File: config.mk
export PLATFORM = sky130hd
export DESIGN_NAME = two_gate_speed_trap
export DESIGN_NICKNAME = d
export VERILOG_FILES = /design/src/sv/tgst_pkg.sv /design/src/sv/tgst_div.sv /design/src/sv/two_gate_speed_trap.sv
export VERILOG_INCLUDE_DIRS = /design/src /design/src/sv
export SDC_FILE = /design/constraint.sdc
export NUM_CORES = 1
export LEC_CHECK = 0
export BUFFER_PORTS_ARGS = -buffer_cell sky130_fd_sc_hd__buf_2
export CORE_ASPECT_RATIO = 0.75
export CORE_MARGIN = 2
export CORE_UTILIZATION = 35
export CTS_BUF_LIST = sky130_fd_sc_hd__clkbuf_8
export CTS_CLUSTER_SIZE = 28
export DETAILED_ROUTE_END_ITERATION = 8
export MAX_ROUTING_LAYER = met4
export SKIP_LAST_GASP = 1
export SLEW_MARGIN = 15
export SYNTH_ARGS = -nofsm -noshare
export SYNTH_HDL_FRONTEND = slang
export SYNTH_SLANG_ARGS = --single-unit
File: constraint.sdc
create_clock -name clk_i -period 9 [get_ports clk_i]
set_clock_uncertainty 0.1 [all_clocks]
set_input_delay 0.45 -clock clk_i [delete_from_list [all_inputs] [get_ports clk_i]]
set_output_delay 0.45 -clock clk_i [all_outputs]
set_load 0.01 [all_outputs]
File: src/sv/two_gate_speed_trap_macros.svh
// assertion macros for the two-gate speed trap
// used by the top level; depends on nothing
`ifndef TWO_GATE_SPEED_TRAP_MACROS_SVH
`define TWO_GATE_SPEED_TRAP_MACROS_SVH

// same-cycle implication, checked outside reset
`define TGST_ASSERT_IMP(label, clk, rst_n, ante, cons) \
  label: assert property (@(posedge clk) disable iff (!rst_n) (ante) |-> (cons)) \
    else $error("speed trap check failed");

// next-cycle implication, checked outside reset
`define TGST_ASSERT_NXT(label, clk, rst_n, ante, cons) \
  label: assert property (@(posedge clk) disable iff (!rst_n) (ante) |=> (cons)) \
    else $error("speed trap check failed");

`endif

File: src/sv/tgst_pkg.sv
// shared types and constants of the two-gate speed trap
// used by tgst_div, two_gate_speed_trap and two_gate_speed_trap_test; depends on nothing
package tgst_pkg;

  localparam int unsigned TOUT_W   = 16;
  localparam int unsigned TPM_W    = 8;
  localparam int unsigned DIST_W   = 8;
  localparam int unsigned LIM_W    = 7;
  localparam int unsigned MS_W     = 16;
  localparam int unsigned WHOLE_W  = 18;
  localparam int unsigned TENTH_W  = 4;
  localparam int unsigned CFG_DW   = 16;
  localparam int unsigned CFG_AW   = 2;
  // ten times a remainder below 2^16 needs 20 bits
  localparam int unsigned NUM_MIN_W = 20;

  localparam logic [TOUT_W-1:0] TOUT_RST = 16'd62500;
  localparam logic [TPM_W-1:0]  TPM_RST  = 8'd15;
  localparam logic [DIST_W-1:0] DIST_RST = 8'd10;
  localparam logic [LIM_W-1:0]  LIM_RST  = 7'd0;
  localparam logic [MS_W-1:0]   MS_MAX   = 16'hFFFF;
  localparam logic [9:0]        WHOLE_SCALE = 10'd1000;
  localparam logic [3:0]        TENTH_SCALE = 4'd10;

  typedef enum logic [CFG_AW-1:0] {
    CFG_TIMEOUT = 2'd0,
    CFG_TPM     = 2'd1,
    CFG_DIST    = 2'd2,
    CFG_LIMIT   = 2'd3
  } cfg_idx_e;

  typedef struct packed {
    logic busy;
    logic done;
  } div_stat_t;

endpackage

File: src/sv/tgst_div.sv
// bit-serial restoring divider, one quotient bit per cycle
// depends on tgst_pkg
module tgst_div import tgst_pkg::*; #(
  parameter int unsigned DW = 20,
  parameter int unsigned VW = 16
) (
  input  logic          clk_i,
  input  logic          rst_ni,
  input  logic          start_i,
  input  logic [DW-1:0] dividend_i,
  input  logic [VW-1:0] divisor_i,
  output div_stat_t     stat_o,
  output logic [DW-1:0] quotient_o,
  output logic [VW-1:0] remainder_o
);

  localparam int unsigned CNT_W = $clog2(DW + 1);

  logic [DW-1:0]    quo_q, quo_d;
  logic [VW-1:0]    rem_q, rem_d;
  logic [VW-1:0]    dvs_q;
  logic [CNT_W-1:0] cnt_q;
  logic             busy_q, done_q;
  logic [VW:0]      shifted, diff;
  logic             ge;

  // shift next dividend bit into the partial remainder, subtract if it fits
  always_comb begin
    shifted = {rem_q, quo_q[DW-1]};
    diff    = shifted - {1'b0, dvs_q};
    ge      = shifted >= {1'b0, dvs_q};
    rem_d   = ge ? diff[VW-1:0] : shifted[VW-1:0];
    quo_d   = {quo_q[DW-2:0], ge};
  end

  always_ff @(posedge clk_i or negedge rst_ni) begin
    if (!rst_ni) begin
      busy_q <= 1'b0;
      done_q <= 1'b0;
      cnt_q  <= '0;
    end else begin
      if (start_i) begin
        busy_q <= 1'b1;
        cnt_q  <= CNT_W'(DW);
      end else if (busy_q) begin
        cnt_q <= cnt_q - CNT_W'(1);
        if (cnt_q == CNT_W'(1)) begin
          busy_q <= 1'b0;
        end
      end
      // one-cycle pulse after the last step
      done_q <= !start_i && busy_q && (cnt_q == CNT_W'(1));
    end
  end

  always_ff @(posedge clk_i) begin
    if (start_i) begin
      quo_q <= dividend_i;
      rem_q <= '0;
      dvs_q <= divisor_i;
    end else if (busy_q) begin
      quo_q <= quo_d;
      rem_q <= rem_d;
    end
  end

  assign stat_o.busy  = busy_q;
  assign stat_o.done  = done_q;
  assign quotient_o   = quo_q;
  assign remainder_o  = rem_q;

endmodule

File: src/sv/two_gate_speed_trap.sv
// top level of the two-gate speed trap: gate sequencing, tick counter,
// config registers and result register; depends on tgst_pkg, tgst_div
// and two_gate_speed_trap_macros.svh
//
//   channel   direction  handshake               payload
//   in        sink       in_valid_i / in_ready_o  start_gate_i, stop_gate_i
//   out       source     out_valid_o / out_ready_i outcome_o, elapsed_ms_o,
//                                                 speed_whole_o, speed_tenth_o,
//                                                 over_limit_o
//   cfg       sink       cfg_we_i                 cfg_idx_i, cfg_data_i
//
// a sample that gives no result, or a timeout result, is handled without leaving ST_SAMPLE
// a stop sample takes three serial divider passes of DW = max(TICK_WIDTH, 20)
// steps each, in ST_MS, ST_WHOLE and ST_TENTH
// the passes run on the single shared bit-serial divider; no input is taken meanwhile
// reset returns to idle with the register defaults and clears the alarm memory
// a stalled result register holds input back only for a sample that would
// itself give a result
`include "two_gate_speed_trap_macros.svh"

module two_gate_speed_trap import tgst_pkg::*; #(
  parameter int unsigned TICK_WIDTH = 16
) (
  input  logic                clk_i,
  input  logic                rst_ni,
  // sample transaction
  input  logic                in_valid_i,
  output logic                in_ready_o,
  input  logic                start_gate_i,
  input  logic                stop_gate_i,
  // result transaction
  output logic                out_valid_o,
  input  logic                out_ready_i,
  output logic                outcome_o,
  output logic [MS_W-1:0]     elapsed_ms_o,
  output logic [WHOLE_W-1:0]  speed_whole_o,
  output logic [TENTH_W-1:0]  speed_tenth_o,
  output logic                over_limit_o,
  // config writes
  input  logic                cfg_we_i,
  input  logic [CFG_AW-1:0]   cfg_idx_i,
  input  logic [CFG_DW-1:0]   cfg_data_i
);

  // divider width covers the tick count and ten times a remainder
  localparam int unsigned DW = (TICK_WIDTH > NUM_MIN_W) ? TICK_WIDTH : NUM_MIN_W;
  // compare width for tick count against the timeout
  localparam int unsigned CW = (TICK_WIDTH > TOUT_W) ? TICK_WIDTH : TOUT_W;

  typedef enum logic [1:0] {
    ST_SAMPLE,  // waiting for samples
    ST_MS,      // ticks / ticks_per_ms
    ST_WHOLE,   // distance * 1000 / ms
    ST_TENTH    // 10 * remainder / ms
  } state_e;

  state_e                state_q;
  logic                  timing_q;
  logic [TICK_WIDTH-1:0] tick_q;
  logic [WHOLE_W-1:0]    last_alarm_q;
  logic [MS_W-1:0]       ms_q;
  logic [WHOLE_W-1:0]    whole_q;

  // config registers
  logic [TOUT_W-1:0] timeout_q;
  logic [TPM_W-1:0]  tpm_q;
  logic [DIST_W-1:0] dist_q;
  logic [LIM_W-1:0]  limit_q;

  // result register
  logic               out_valid_q, out_valid_d;
  logic               outcome_q;
  logic [MS_W-1:0]    elapsed_q;
  logic [WHOLE_W-1:0] speed_whole_q;
  logic [TENTH_W-1:0] speed_tenth_q;
  logic               over_limit_q;

  // divider hookup
  div_stat_t         div_st;
  logic              div_start;
  logic [DW-1:0]     div_dividend;
  logic [MS_W-1:0]   div_divisor;
  logic [DW-1:0]     div_quo;
  logic [MS_W-1:0]   div_rem;

  logic                  in_fire;
  logic                  out_free;
  logic [TICK_WIDTH-1:0] tick_inc;
  logic                  timeout_hit;
  logic                  res_now;
  logic [TPM_W-1:0]      tpm_eff;
  logic [MS_W-1:0]       ms_sat;
  logic [MS_W-1:0]       ms_fix;
  logic [DW-1:0]         whole_num;
  logic [DW-1:0]         tenth_num;
  logic                  alarm;

  // saturating tick advance and timeout test on the advanced count
  assign tick_inc    = (tick_q == '1) ? tick_q : tick_q + TICK_WIDTH'(1);
  assign timeout_hit = CW'(tick_inc) >= CW'(timeout_q);

  // a sample gives a result if it times out or stops the measurement
  assign res_now  = timing_q && (timeout_hit || stop_gate_i);
  assign out_free = !out_valid_q || out_ready_i;

  assign in_ready_o = (state_q == ST_SAMPLE) && (out_free || !res_now);
  assign in_fire    = in_valid_i && in_ready_o;

  // zero ticks per ms counts as one
  assign tpm_eff = (tpm_q == '0) ? TPM_W'(1) : tpm_q;

  // elapsed ms saturates at the field width, zero is reported as one
  assign ms_sat = (|div_quo[DW-1:MS_W]) ? MS_MAX : div_quo[MS_W-1:0];
  assign ms_fix = (ms_sat == '0) ? MS_W'(1) : ms_sat;

  // whole speed is distance * 1000 / ms, tenth digit is 10 * remainder / ms
  assign whole_num = DW'(dist_q) * DW'(WHOLE_SCALE);
  assign tenth_num = DW'(div_rem) * DW'(TENTH_SCALE);

  assign alarm = (whole_q >= WHOLE_W'(limit_q)) && (whole_q != last_alarm_q);

  // result register fills on a timeout or a finished measurement,
  // drains on a result handshake
  always_comb begin
    out_valid_d = out_valid_q;
    if (out_valid_q && out_ready_i) begin
      out_valid_d = 1'b0;
    end
    if ((in_fire && timing_q && timeout_hit) || ((state_q == ST_TENTH) && div_st.done)) begin
      out_valid_d = 1'b1;
    end
  end

  // divider operand selection per pass
  always_comb begin
    div_start    = 1'b0;
    div_dividend = DW'(tick_inc);
    div_divisor  = MS_W'(tpm_eff);
    unique case (state_q)
      ST_SAMPLE: begin
        div_start = in_fire && timing_q && !timeout_hit && stop_gate_i;
      end
      ST_MS: begin
        div_start    = div_st.done;
        div_dividend = whole_num;
        div_divisor  = ms_fix;
      end
      ST_WHOLE: begin
        div_start    = div_st.done;
        div_dividend = tenth_num;
        div_divisor  = ms_q;
      end
      ST_TENTH: begin
        div_start = 1'b0;
      end
    endcase
  end

  tgst_div #(
    .DW (DW),
    .VW (MS_W)
  ) u_div (
    .clk_i       (clk_i),
    .rst_ni      (rst_ni),
    .start_i     (div_start),
    .dividend_i  (div_dividend),
    .divisor_i   (div_divisor),
    .stat_o      (div_st),
    .quotient_o  (div_quo),
    .remainder_o (div_rem)
  );

  // config register writes
  always_ff @(posedge clk_i or negedge rst_ni) begin
    if (!rst_ni) begin
      timeout_q <= TOUT_RST;
      tpm_q     <= TPM_RST;
      dist_q    <= DIST_RST;
      limit_q   <= LIM_RST;
    end else if (cfg_we_i) begin
      unique case (cfg_idx_e'(cfg_idx_i))
        CFG_TIMEOUT: timeout_q <= cfg_data_i[TOUT_W-1:0];
        CFG_TPM:     tpm_q     <= cfg_data_i[TPM_W-1:0];
        CFG_DIST:    dist_q    <= cfg_data_i[DIST_W-1:0];
        CFG_LIMIT:   limit_q   <= cfg_data_i[LIM_W-1:0];
      endcase
    end
  end

  // sequencer, session state and result register
  always_ff @(posedge clk_i or negedge rst_ni) begin
    if (!rst_ni) begin
      state_q       <= ST_SAMPLE;
      timing_q      <= 1'b0;
      tick_q        <= '0;
      last_alarm_q  <= '0;
      out_valid_q   <= 1'b0;
      ms_q          <= '0;
      whole_q       <= '0;
      outcome_q     <= 1'b0;
      elapsed_q     <= '0;
      speed_whole_q <= '0;
      speed_tenth_q <= '0;
      over_limit_q  <= 1'b0;
    end else begin
      out_valid_q <= out_valid_d;
      unique case (state_q)
        ST_SAMPLE: begin
          if (in_fire) begin
            if (!timing_q) begin
              // idle: start gate arms timing, stop gate ignored
              if (start_gate_i) begin
                timing_q <= 1'b1;
                tick_q   <= '0;
              end
            end else begin
              tick_q <= tick_inc;
              if (timeout_hit) begin
                timing_q      <= 1'b0;
                outcome_q     <= 1'b1;
                elapsed_q     <= '0;
                speed_whole_q <= '0;
                speed_tenth_q <= '0;
                over_limit_q  <= 1'b0;
              end else if (stop_gate_i) begin
                timing_q <= 1'b0;
                state_q  <= ST_MS;
              end
            end
          end
        end
        ST_MS: begin
          if (div_st.done) begin
            ms_q    <= ms_fix;
            state_q <= ST_WHOLE;
          end
        end
        ST_WHOLE: begin
          if (div_st.done) begin
            whole_q <= div_quo[WHOLE_W-1:0];
            state_q <= ST_TENTH;
          end
        end
        ST_TENTH: begin
          if (div_st.done) begin
            outcome_q     <= 1'b0;
            elapsed_q     <= ms_q;
            speed_whole_q <= whole_q;
            speed_tenth_q <= div_quo[TENTH_W-1:0];
            over_limit_q  <= alarm;
            if (alarm) begin
              last_alarm_q <= whole_q;
            end
            state_q <= ST_SAMPLE;
          end
        end
      endcase
    end
  end

  assign out_valid_o   = out_valid_q;
  assign outcome_o     = outcome_q;
  assign elapsed_ms_o  = elapsed_q;
  assign speed_whole_o = speed_whole_q;
  assign speed_tenth_o = speed_tenth_q;
  assign over_limit_o  = over_limit_q;

  // no sample is taken while the divider works
  `TGST_ASSERT_IMP(a_no_input_while_div, clk_i, rst_ni, div_st.busy, !in_ready_o)
  // a finished measurement never lands on a pending result
  `TGST_ASSERT_IMP(a_slot_free_at_finish, clk_i, rst_ni,
    (state_q == ST_TENTH) && div_st.done, !out_valid_q)
  // and it shows up on the next cycle
  `TGST_ASSERT_NXT(a_result_after_finish, clk_i, rst_ni,
    (state_q == ST_TENTH) && div_st.done, out_valid_o && !outcome_o)
  // timeout results carry no measurement
  `TGST_ASSERT_IMP(a_timeout_fields_zero, clk_i, rst_ni, out_valid_o && outcome_o,
    (elapsed_ms_o == '0) && (speed_whole_o == '0) && !over_limit_o)

endmodule

==> out/metrics.cfg <==
[status]
status=complete, no violations

[synth]
yosys_most_used_dff=dfrtp_1
async_flop_share=0.7524
synth_top_cell_area_share=0.2835
syn_area_um2=12800
yosys.area.top_type=dfrtp_1
syn_area_per_cell_um2=10.40
synth_seq_cells=210
syn_inst=1230
synth_nets=1390
synth_edf_count=36
yosysWarnings=0
synth-seq-area-share=0.4197
yosysUniqueCellTypes=76
synth_area_leaders=dfrtp_1, ha_1, edfxtp_1

[drt]
vias=9658
post_drt_wl_per_cell_um=18.45
drc=0
initialDrtViolationCount=829
dr.pass1.iters=7
wirelength_um=33090
ant_nets=0
via_per_inst=5.387

[cells_and_area]
final_common_cell=dfrtp_1
utilization=0.3979
syn_to_final_growth_pct=11.81
diodes=0
finalNonFillerCells=1793
fin_nets=1460
fin_area_um2=14310
drive_gt1_frac=0.1611
layout_common_cells=dfrtp_1, ha_1, inv_1

[placed_design]
hpwl_um=24040
portBuffers=66
placed_cell_area_um2=13590
dp_cells=1723
place_congestion=0.8598

[critical_path]
critPathArrivalTime_ns=5.19
required_ns=9.31
cpPeakStageDelay_ns=0.48
start_kind=flip-flop
crit_chain=ha_1 -> nand2_1 -> nor4_4 -> nand2_4 -> and3_4 -> xor2_1 -> ha_1 -> a21o_1 -> a211o_1 -> a41oi_2 -> o211ai_2 -> o21a_1 -> buf_4 -> inv_1 -> buf_4 -> o21ai_0 -> o21ai_0
path_class=reg -> reg
path_buf_inv=3
end_kind=flip-flop
crit_fanout=45
cpLargestDelayFamily=compound AO/OA/AOI/OAI gates
cp_slowest_cell=buf_4

[floorplan]
core_um2=35960
die_y_um=169.6
ios=67
row_count=60
start_util=0.3559
die_x_um=224.8
die_area_um2=38130

[timing]
grt_setup_unrepaired=no
drv_slew=0
relSlewSlack=0.3285
worst_slew_pin_slew_ns=1.007
fin_setup_tns_ns=0
hold_violations=0
final-setup-viol-count=0
fmax_mhz=204.8
post-route-min-period_ns=4.883
period_share=0.5425

[clock_network]
clkSinkCount=210
ctsHoldBuffers=4
cts_root_buffer=clkbuf_8
clk_pin_slew_ns=0.06
cts_resized=0
cts_tree=done
clock_path_buffers=3
htreeDepth=2
cts_buffers=36
post-cts-setup-buffers=0
worstSkewPairLatency_ns=0.56

[pwr]
irDropWorstVdd_mv=0.2280
p_total_uw=5741
combPwrFrac=0.589
netSwitchingPower_uw=2688
clkPwrFrac=0.144
leakage_uw=0.006749
p_int_uw=3053
power.density_nw_per_um2=401.2
swShare=0.4683
p_seq_frac=0.267

[global_route]
grt_start_max_net_pins=98
grt_first_pass_wirelength_um=52980
antenna_found_initial=0
first_global_vias=9208
grt_util_all_layers=0.1831
grt_remaining_overflow=0

[worst_hold_path]
worstHoldPathType=in -> reg

[flow_run]
maxCapViolations=0

## metrics by stage
step           hold slack (ns)  setup slack (ns)
3_3_place_gp            0.3835             4.249
4_1_cts               0.004661             4.145
5_1_grt                0.01940             3.789
6_report               0.03079             4.117
3_5_place_dp            0.3874             4.179
2_1_floorplan          0.05441             4.605
## cells in the mapped netlist (16+ instances only)
master    number
a21oi_1       72
a22o_1        49
a31oi_1       26
clkbuf_1      31
dfrtp_1      145
dfxtp_1       16
edfxtp_1      36
fa_1          24
ha_1         111
inv_1         84
mux2_2        58
nand2_1       73
nand3_1       26
nor2_1        83
o21a_1        20
o21ai_0       82
xnor2_1       42
xor2_1        22
## routing by layer
metal	track usage	wire length, um
met5	-	0
met4	0.04693	595
met3	0.04415	2444
met2	0.2493	13630
met1	0.2688	16420
## sequential cells by signal, summed over array words and instances (netlist names), 7 cells and up
signal	flops
dist_q	8
elapsed_ms_o	16
last_alarm_q	18
limit_q	7
ms_q	16
speed_whole_o	18
tick_q	16
timeout_q	16
tpm_q	8
u_div.dvs_q	16
u_div.quotient_o	20
u_div.remainder_o	16
whole_q	18
## worst register-to-register path, cell delays in order, from the launching register on
cell	delay, ns
dfrtp_1	0.43
ha_1	0.21
nand2_1	0.17
nor4_4	0.42
nand2_4	0.14
and3_4	0.22
xor2_1	0.15
ha_1	0.33
a21o_1	0.17
a211o_1	0.30
a41oi_2	0.26
o211ai_2	0.19
o21a_1	0.23
buf_4	0.25
inv_1	0.09
buf_4	0.48
o21ai_0	0.38
o21ai_0	0.22
## cells by family (layout without fill, tap and decap cells)
kind of cell / count (synthesis) / count (layout) / synth area share
adder cells (fa/ha/maj): 135 / 135 / 0.1461
buffers and inverters: 133 / 231 / 0.04136
XOR/XNOR: 65 / 65 / 0.04507
AO/OA/AOI/OAI: 337 / 337 / 0.1786
multiplexers: 73 / 73 / 0.06296
flip-flops: 210 / 210 / 0.4197
AND/OR/NAND/NOR: 277 / 277 / 0.1062
## final timing paths
| kind | depth (start not counted) | slack, ns | startpoint | to |
|---|---|---|---|---|
| worst max-delay path | 17 | 4.12 | tick_q[0]$_DFFE_PN0P_ | u_div.quotient_o[15]$_DFFE_PP_ |
| worst min-delay path | 3 | 0.03 | cfg_data_i[9] | timeout_q[9]$_DFFE_PN0P_ |
| worst max register to register | 17 | 4.12 | tick_q[0]$_DFFE_PN0P_ | u_div.quotient_o[15]$_DFFE_PP_ |
| worst min register to register | 1 | 0.40 | elapsed_ms_o[7]$_DFFE_PN0P_ | elapsed_ms_o[7]$_DFFE_PN0P_ |
| max in group asynchronous | 3 | 6.91 | rst_ni | state_q[1]$_DFFE_PN0P_ |
| min in group asynchronous | 2 | 0.46 | rst_ni | last_alarm_q[16]$_DFFE_PN0P_ |
## power groups by stage
stage / registers, uW / clock network (uW) / logic [uW]
after detailed placement: 1540 / 0 / 3350
final: 1530 / 830 / 3380
after global routing: 1560 / 904 / 3780
after global placement: 1540 / 0 / 3340
after CTS: 1520 / 854 / 3380
after floorplan: 1420 / 0 / 2530
## cell type report
type / instances / area (um^2)
clock buffer: 41 / 564.3
clock inverter: 25 / 115.1
fill: 3540 / 21650
inverter: 84 / 315.3
multi-input combinational: 887 / 6902
sequential: 210 / 5371
tap: 465 / 581.8
timing repair buffer: 81 / 459.2
No activity file was read; power rests on OpenSTA's default activity.
